$ cat config.mk
export PLATFORM = sky130hd
export DESIGN_NAME = keyboard_report_remapper_core
export DESIGN_NICKNAME = d
export VERILOG_FILES = /design/src/rtl/kbr_pkg.sv /design/src/rtl/keyboard_report_remapper_core.sv /design/src/rtl/kbr_remap.sv /design/src/rtl/kbr_compact.sv
export SDC_FILE = /design/constraint.sdc
export NUM_CORES = 1
export LEC_CHECK = 0
export BUFFER_PORTS_ARGS = -buffer_cell sky130_fd_sc_hd__buf_2
export CAP_MARGIN = 10
export CORE_ASPECT_RATIO = 1.1
export CORE_MARGIN = 10
export CORE_UTILIZATION = 35
export CTS_CLUSTER_SIZE = 30
export DETAILED_ROUTE_END_ITERATION = 10
export SLEW_MARGIN = 0
export SYNTH_ARGS = -nofsm -noshare
export SYNTH_HDL_FRONTEND = slang
export SYNTH_SLANG_ARGS = --single-unit
$ cat constraint.sdc
create_clock -name aclk -period 4.2 [get_ports aclk]
set_input_delay 0.84 -clock aclk [delete_from_list [all_inputs] [get_ports aclk]]
set_output_delay 0.84 -clock aclk [all_outputs]
set_load 0.02 [all_outputs]
$ cat src/rtl/kbr_pkg.sv
`timescale 1ns / 1ps

package kbr_pkg;

    localparam int NUM_KEYS = 6;

    localparam logic [1:0] MODE_SPECIAL = 2'd0;
    localparam logic [1:0] MODE_NORMAL  = 2'd1;

    localparam logic [0:0] CFG_SWAP_FN_CTRL = 1'd0;
    localparam logic [0:0] CFG_SWAP_ALT_CMD = 1'd1;

    localparam logic [7:0] BIT_EJECT = 8'h08;
    localparam logic [7:0] BIT_FN    = 8'h10;

    localparam logic [7:0] M_LCTRL = 8'h01;
    localparam logic [7:0] M_LALT  = 8'h04;
    localparam logic [7:0] M_LCMD  = 8'h08;
    localparam logic [7:0] M_RCTRL = 8'h10;
    localparam logic [7:0] M_RALT  = 8'h40;
    localparam logic [7:0] M_RCMD  = 8'h80;

    localparam logic [7:0] U_DELETE = 8'h4C;

    typedef struct packed {
        logic swap_fn_ctrl;
        logic swap_alt_cmd;
    } cfg_t;

    typedef struct packed {
        logic [1:0]                mode;
        logic [7:0]                status_byte;
        logic [7:0]                reserved_byte;
        logic [NUM_KEYS-1:0][7:0]  keys;
    } report_t;

    typedef struct packed {
        logic                      fn_latched;
        logic [7:0]                saved_modifiers;
        logic [7:0]                saved_reserved;
        logic [NUM_KEYS-1:0][7:0]  saved_keys;
        logic [7:0]                extra_key;
        logic [7:0]                extra_modifier;
    } state_t;

    typedef struct packed {
        logic [7:0]                modifiers;
        logic [7:0]                reserved;
        logic [NUM_KEYS-1:0][7:0]  slots;
    } boot_report_t;

    // Fn plus key translation; zero means the key has no translation.
    function automatic logic [7:0] fn_map(input logic [7:0] k);
        logic [7:0] r;
        r = 8'h00;
        if (k >= 8'h3A && k <= 8'h45) begin
            r = k + 8'h2E;
        end else begin
            case (k)
                8'h50: r = 8'h4A;
                8'h4F: r = 8'h4D;
                8'h52: r = 8'h4B;
                8'h51: r = 8'h4E;
                8'h28: r = 8'h49;
                8'h13: r = 8'h46;
                8'h05: r = 8'h48;
                8'h16: r = 8'h47;
                default: r = 8'h00;
            endcase
        end
        return r;
    endfunction

    // Alt takes priority when both bits of a pair are held.
    function automatic logic [7:0] swap_pair(input logic [7:0] m, input logic [7:0] alt,
                                             input logic [7:0] cmd);
        logic [7:0] r;
        r = m;
        if ((m & alt) != 8'h00) begin
            r = (m & ~alt) | cmd;
        end else if ((m & cmd) != 8'h00) begin
            r = (m & ~cmd) | alt;
        end
        return r;
    endfunction

endpackage

$ cat src/rtl/keyboard_report_remapper_core.sv
`timescale 1ns / 1ps

// Keyboard report remapper.
// Input channel (s_*): one device report per transfer, with its length class in
// s_mode. Result channel (m_*): one boot keyboard report per input transfer,
// in the same order. Configuration channel (cfg_*): writes register 0
// (swap Fn and left Ctrl) or register 1 (swap Alt and Cmd); it is always ready
// and should only be written while no report is in flight.
// An input transfer is first captured in the input register; the remap, state
// update and key compaction then run in one combinational pass into the result
// register. Throughput is one report per cycle while the receiver does not stall;
// the input register and the result register are each one entry deep.
// When the receiver stalls, the result is held and one more report can wait in
// the input register before s_ready drops.
// Reset (aresetn low at a clock edge) empties both stages, clears the Fn latch,
// the saved report, the special key and modifier, and both configuration bits.
module keyboard_report_remapper_core (
    input  logic       aclk,
    input  logic       aresetn,
    input  logic       s_valid,
    output logic       s_ready,
    input  logic [1:0] s_mode,
    input  logic [7:0] s_status_byte,
    input  logic [7:0] s_reserved_byte,
    input  logic [7:0] s_key_a,
    input  logic [7:0] s_key_b,
    input  logic [7:0] s_key_c,
    input  logic [7:0] s_key_d,
    input  logic [7:0] s_key_e,
    input  logic [7:0] s_key_f,
    output logic       m_valid,
    input  logic       m_ready,
    output logic [7:0] m_modifiers_out,
    output logic [7:0] m_reserved_out,
    output logic [7:0] m_slot_a,
    output logic [7:0] m_slot_b,
    output logic [7:0] m_slot_c,
    output logic [7:0] m_slot_d,
    output logic [7:0] m_slot_e,
    output logic [7:0] m_slot_f,
    input  logic       cfg_valid,
    output logic       cfg_ready,
    input  logic [0:0] cfg_index,
    input  logic [0:0] cfg_wdata
);
    import kbr_pkg::*;

    cfg_t         cfg_reg;
    report_t      in_reg;
    logic         in_valid_reg;
    state_t       state_reg;
    state_t       state_next;
    boot_report_t out_reg;
    boot_report_t out_next;
    logic         m_valid_reg;
    logic         advance;

    assign advance   = in_valid_reg && (!m_valid_reg || m_ready);
    assign s_ready   = !in_valid_reg || advance;
    assign cfg_ready = 1'b1;

    kbr_remap u_remap (
        .cfg       (cfg_reg),
        .report    (in_reg),
        .state_cur (state_reg),
        .state_nxt (state_next)
    );

    kbr_compact u_compact (
        .state  (state_next),
        .report (out_next)
    );

    always_ff @(posedge aclk) begin
        if (!aresetn) begin
            cfg_reg <= '0;
        end else if (cfg_valid && cfg_ready) begin
            unique case (cfg_index)
                CFG_SWAP_FN_CTRL: cfg_reg.swap_fn_ctrl <= cfg_wdata[0];
                CFG_SWAP_ALT_CMD: cfg_reg.swap_alt_cmd <= cfg_wdata[0];
                default: cfg_reg <= cfg_reg;
            endcase
        end
    end

    always_ff @(posedge aclk) begin
        if (!aresetn) begin
            in_valid_reg <= 1'b0;
        end else if (s_valid && s_ready) begin
            in_valid_reg <= 1'b1;
        end else if (advance) begin
            in_valid_reg <= 1'b0;
        end
    end

    always_ff @(posedge aclk) begin
        if (s_valid && s_ready) begin
            in_reg.mode          <= s_mode;
            in_reg.status_byte   <= s_status_byte;
            in_reg.reserved_byte <= s_reserved_byte;
            in_reg.keys          <= {s_key_f, s_key_e, s_key_d, s_key_c, s_key_b, s_key_a};
        end
    end

    always_ff @(posedge aclk) begin
        if (!aresetn) begin
            state_reg   <= '0;
            m_valid_reg <= 1'b0;
        end else begin
            if (advance) begin
                state_reg   <= state_next;
                m_valid_reg <= 1'b1;
            end else if (m_ready) begin
                m_valid_reg <= 1'b0;
            end
        end
    end

    always_ff @(posedge aclk) begin
        if (advance) begin
            out_reg <= out_next;
        end
    end

    assign m_valid         = m_valid_reg;
    assign m_modifiers_out = out_reg.modifiers;
    assign m_reserved_out  = out_reg.reserved;
    assign m_slot_a        = out_reg.slots[0];
    assign m_slot_b        = out_reg.slots[1];
    assign m_slot_c        = out_reg.slots[2];
    assign m_slot_d        = out_reg.slots[3];
    assign m_slot_e        = out_reg.slots[4];
    assign m_slot_f        = out_reg.slots[5];

endmodule

$ cat src/rtl/kbr_remap.sv
`timescale 1ns / 1ps

module kbr_remap (
    input  kbr_pkg::cfg_t    cfg,
    input  kbr_pkg::report_t report,
    input  kbr_pkg::state_t  state_cur,
    output kbr_pkg::state_t  state_nxt
);
    import kbr_pkg::*;

    logic                     fn;
    logic [7:0]               m;
    logic [7:0]               mapped;
    logic [NUM_KEYS-1:0][7:0] keys;
    logic [7:0]               rsv;

    assign mapped = fn_map(report.keys[0]);

    always_comb begin
        state_nxt = state_cur;
        fn        = state_cur.fn_latched;
        m         = report.status_byte;
        keys      = report.keys;
        rsv       = report.reserved_byte;
        case (report.mode)
            MODE_SPECIAL: begin
                state_nxt.extra_key = ((report.status_byte & BIT_EJECT) != 8'h00) ?
                                      U_DELETE : 8'h00;
                state_nxt.extra_modifier = 8'h00;
                if (cfg.swap_fn_ctrl) begin
                    if ((report.status_byte & BIT_FN) != 8'h00) begin
                        state_nxt.extra_modifier = M_LCTRL;
                    end
                end else begin
                    state_nxt.fn_latched = ((report.status_byte & BIT_FN) != 8'h00);
                end
            end
            MODE_NORMAL: begin
                if (cfg.swap_fn_ctrl) begin
                    if (keys[0] == 8'h00) begin
                        fn = ((m & M_LCTRL) != 8'h00);
                    end
                    m = m & ~M_LCTRL;
                end
                if (cfg.swap_alt_cmd) begin
                    m = swap_pair(swap_pair(m, M_LALT, M_LCMD), M_RALT, M_RCMD);
                end
                if (fn && (keys[0] != 8'h00 || m != 8'h00)) begin
                    if (mapped != 8'h00) begin
                        keys[0] = mapped;
                    end else if ((m & M_LCTRL) != 8'h00) begin
                        m = (m & ~M_LCTRL) | M_RCTRL;
                    end else begin
                        m    = 8'h00;
                        rsv  = 8'h00;
                        keys = '0;
                    end
                end
                state_nxt.fn_latched      = fn;
                state_nxt.saved_modifiers = m;
                state_nxt.saved_reserved  = rsv;
                state_nxt.saved_keys      = keys;
            end
            default: begin
                state_nxt = state_cur;
            end
        endcase
    end

endmodule

$ cat src/rtl/kbr_compact.sv
`timescale 1ns / 1ps

module kbr_compact (
    input  kbr_pkg::state_t       state,
    output kbr_pkg::boot_report_t report
);
    import kbr_pkg::*;

    logic [NUM_KEYS:0] run;

    // A slot is still in the leading run while every earlier key is nonzero.
    always_comb begin
        run[0] = 1'b1;
        for (int i = 0; i < NUM_KEYS; i++) begin
            run[i+1] = run[i] && (state.saved_keys[i] != 8'h00);
        end
    end

    always_comb begin
        report.modifiers = state.saved_modifiers | state.extra_modifier;
        report.reserved  = state.saved_reserved;
        for (int i = 0; i < NUM_KEYS; i++) begin
            if (run[i+1]) begin
                report.slots[i] = state.saved_keys[i];
            end else if (run[i]) begin
                report.slots[i] = state.extra_key;
            end else begin
                report.slots[i] = 8'h00;
            end
        end
    end

endmodule

---- After elaboration in Yosys (flattened, before gate mapping) ----
Cells that the tools add are included.
cells by class
  muxes and demuxes ....................... 47
  add/sub/neg operators ................... 1
  magnitude comparators ................... 2
  reductions and logical operators ........ 31
  bitwise gates (word level) .............. 2
  eq/ne operators ......................... 10
operators by type and width
  operator                                             count
  two-way mux 8 bit                                    25
  two-way mux 48 bit                                   2
  nonzero test 8 bit                                   9
  two-way mux 64 bit                                   1
  case mux 7 bit (8 select lines)                      1
  two-way mux 40 bit                                   1
  == test 8 x 7 -> 1 bit, second input constant        4
  == test 8 x 5 -> 1 bit, second input constant        2
  two-way mux 16 bit                                   1
  two-way mux 7 bit                                    2
  two-way mux 1 bit                                    11
  logical AND 1 bit                                    9
  adder 8 x 6 -> 8 bit, second input constant          1
  == test 8 x 3 -> 1 bit, second input constant        1
  == test 8 x 6 -> 1 bit, second input constant        1
  >= comparator 8 x 6 -> 1 bit, second input constant  1
  <= comparator 8 x 7 -> 1 bit, second input constant  1
  logical NOT 8 bit                                    1
  bitwise OR 8 bit                                     1
  nonzero test 2 bit                                   3
  two-way mux 4 bit                                    1
  AND reduction 2 bit                                  2
  logical OR 1 bit                                     3
  two-way mux 3 bit                                    1
  7 further kinds                                      8
word-level totals
  logic and storage cells ................. 125
  output and inout bits ................... 67
  bits in registers ....................... 215

---- Logic depth before layout (Yosys ltp) ----
  word-level depth ........................ 22
  gate-level depth with buffers ........... 11
  mapped depth without buffers ............ 8

---- Modules after synthesis ----
Synthesis repeated with hierarchy kept, for this count alone.
unflattened totals
  cell total of the unflattened synthesis .. 959
  area total of the unflattened synthesis .. 10,018.4 µm²
modules (own cells, without submodules)
  module                         seq. area each (µm²)  cells an instance  area an instance (µm²)  instances
  keyboard_report_remapper_core  5,605.4               501                7,404.6                 1
  kbr_remap                      0.0                   318                1,790.5                 1
  kbr_compact                    0.0                   140                823.3                   1

---- Worst setup path before layout ----
OpenSTA, ideal clock, no wires.
  path type ............................... input-to-reg
  start point ............................. input m_ready
  end point ............................... register out_reg, in the netlist m_modifiers_out[0] (enable)
  buffers on the path ..................... 3
  path slack .............................. 0.282 ns
  required time ........................... 3.747 ns
  stages on the path ...................... 6
  data arrival time ....................... 3.465 ns
  cell sequence ........................... nor2b_1 -> nand2b_1 -> clkbuf_1 -> inv_1 -> clkbuf_1 -> clkbuf_1
between the ends
  word-level cells in the longest chain between the ends .. 2
RTL lines
  item                  RTL line                              source
  start, declared       keyboard_report_remapper_core.sv:32   input logic m_ready,
  logical OR 1 bit      keyboard_report_remapper_core.sv:58   assign advance = in_valid_reg && (!m_valid_reg || m_ready);
  logical AND 1 bit     keyboard_report_remapper_core.sv:58
  net advance           keyboard_report_remapper_core.sv:56   logic advance;
  end signal, assigned  keyboard_report_remapper_core.sv:121  out_reg <= out_next;
  end, declared         keyboard_report_remapper_core.sv:53   boot_report_t out_reg;
The timed path passes the listed nets, and every way through them passes these cells.
A chain may end at the register's enable or synchronous reset.

==> results.yml <==
route:
  drtIter0Drc: 513
  wire_per_inst_um: 18.6
  vias_per_cell: 5.30
  wirelength_um: 25300
  via_count: 7228
  drc: 0
  drtPass1Iterations: 5
  ant_nets: 0
pwr:
  p_comb_share_pct: 10.4
  total_leakage_power_nw: 4.30
  seqPwrFrac_pct: 46.7
  power.switching_mw: 1.25
  powerDensity_mw_per_mm2: 468
  swShare_pct: 24.0
  clkPwrFrac_pct: 42.9
  ir_drop_uv: 221
  internal_power_mw: 3.96
clocking:
  cts_resized: 0
  cts_buffers: 23
  hold_buffers: 0
  cts_setup_buffers: 0
  cts-root-buf: "clkbuf_16"
  clkLatencyLatePin_ns: 0.51
  path_clk_slew_ns: 0.06
  cts.path.max_buffers: 3
  cts_sinks: 215
  cts_tree: "yes"
  h-tree-depth: 1
setup_path:
  cp_slowest_stage_delay_ns: 0.60
  arrival_ns: 3.75
  cp-start-kind: "flop"
  critPathKind: "reg -> reg"
  cp_slowest_cell: "nor4_2"
  path_cells: "nor4_2, nand3_2, mux2_2, o211ai_2, a221oi_1, a21oi_1, and4b_1, buf_4, nor3_1"
  end_kind: "flop"
  cp_max_fo: 26
  rr_worst_depth: 9
  critPathRequiredTime_ns: 4.44
place:
  gp_congestion: 0.852
  post_dp_cell_area_mm2: 0.0103
  portBuffers: 138
  dpl.hpwl_um: 17900
yosys:
  post-synth-top-area-cell: "edfxtp_1"
  ys_types: 68
  syn-num-nets: 957
  synthTopCellsByArea: "edfxtp_1 (42%), dfxtp_1 (18%), a21oi_1 (4.0%)"
  synth_cells: 883
  synth-seq-cells: 215
  synth.avg_cell_area_um2: 10.6
  async_flop_share_pct: 0
  ys_warn_count: 0
  synth_area_mm2: 0.00932
  synth_edf_count: 130
  synth_top_area_share_pct: 41.9
  yosysSeqAreaShare_pct: 60.1
  synth_flop_cell: "edfxtp_1"
layout:
  fin_util_pct: 42.7
  n_fill_cell: 2537
  antennaDiodeCount: 0
  final_common_cell: "buf_2"
  final_cell_mix: "buf_2 (138), edfxtp_1 (130), nand2_1 (95)"
  drive_gt1_share_pct: 20.8
  largest_reg_flops: 81
  layout.nets: 1069
  design_area_mm2: 0.0112
  syn_to_final_growth_pct: 19.7
timing:
  period_minus_slack_ns: 3.51
  timing.fmax_ghz: 0.285
  slew_headroom_pct: 30.1
  grt_setup_unrepaired: "false"
  tightest_slew_ns: 1.05
  fin_skew_ns: 0.0136
  slew_viol_final: 0
  finalCritPeriodShare_pct: 83.6
  tns_ns: 0
  timing_hold_violations_final: 0
  finalSetupViolations: 0
die:
  dieArea_mm2: 0.0336
  start_util_pct: 35.7
  core-area_mm2: 0.0261
  die_h_um: 191
  die_w_um: 176
  rows: 62
  io_pins: 140
flow_run:
  drv_cap: 0
min_path:
  min_path_cells: 2
  hold_path.class: "reg -> reg"
global_routing:
  grt_pass1_vias: 7001
  grt.total_usage_pct: 14.5
  grt_start_max_net_pins: 94
  antenna_found_initial: 0
  grt_first_pass_wirelength_um: 39500
  grt.overflow.total: 0
status:
  status: "finished clean"
## worst paths after layout
path / startpoint / to / slack, ns
worst max-delay path: in_reg[3] / m_slot_c[2] / 0.69
worst min-delay path: state_reg[73] / state_reg[73] / 0.46
worst max register to register: in_reg[3] / m_slot_c[2] / 0.69
worst min register to register: state_reg[73] / state_reg[73] / 0.46
## critical path: cells and delay by family, from the launching register on
| family | cells | cell delay, ns |
|---|---|---|
| DFF | 1 | 0.57 |
| muxes | 1 | 0.34 |
| and+or+nand+nor | 4 | 1.19 |
| buffers and inverters | 1 | 0.29 |
| AOI/OAI and AO/OA | 3 | 0.83 |
## per-layer routing
layer / up-vias / global-route usage, % / share of wire [%] / wire, um
met5: - / 0 / 0 / 0
met4: 0 / 4.40 / 2.3 / 571
met3: 43 / 2.70 / 6.0 / 1510
met2: 218 / 23.8 / 48 / 12100
met1: 3422 / 19.1 / 44 / 11100
li1: 3545 / - / - / -
## layout make-up
class	instances	area, um^2	area share (%)
repair buffers	154	836	7.49
clock buffers	28	614	5.51
flip-flops and latches	215	5610	50.2
clock inverters	14	228	2.04
well taps	352	440	3.95
multi-input cells	596	3410	30.6
inverters	5	21.3	0.191
## synth_stat cells, types with 16 or more instances
library cell / number
edfxtp_1: 130
nand2_1: 95
nor2_1: 86
dfxtp_1: 85
a21oi_1: 75
and3_1: 59
clkbuf_1: 53
a211oi_1: 41
o21ai_0: 32
nand3_1: 28
nor3_1: 23
nor4_1: 16
## power groups by stage
stage               clock network (mW)  logic, mW  registers (mW)
finish                            2.24      0.544            2.44
global route                      2.36      0.605            2.45
CTS                               2.27      0.546            2.44
detailed placement                   0      0.544            2.48
global placement                     0      0.539            2.48
floorplan                            0      0.339            2.50
## cells by family after synthesis
logic type,Yosys count,synth area share (%)
AOI/OAI and AO/OA,221,15.2
other,1,0.0402
xor gates and xnor gates,1,0.0940
DFF,215,60.1
adders and majority gates,1,0.134
and+or+nand+nor,363,19.9
muxes,9,1.11
buffers and inverters,72,3.36
## through the flow
stage,hold WS (ns),power (mW),cells,setup WS [ns]
after floorplan,0.432,2.84,883,0.282
after global placement,0.441,3.02,1322,0.897
after detailed placement,0.450,3.02,1322,0.740
after CTS,0.458,5.26,1364,0.728
after global routing,0.482,5.41,1364,0.438
final,0.456,5.22,1364,0.690
(Power assumes the default switching activity.)
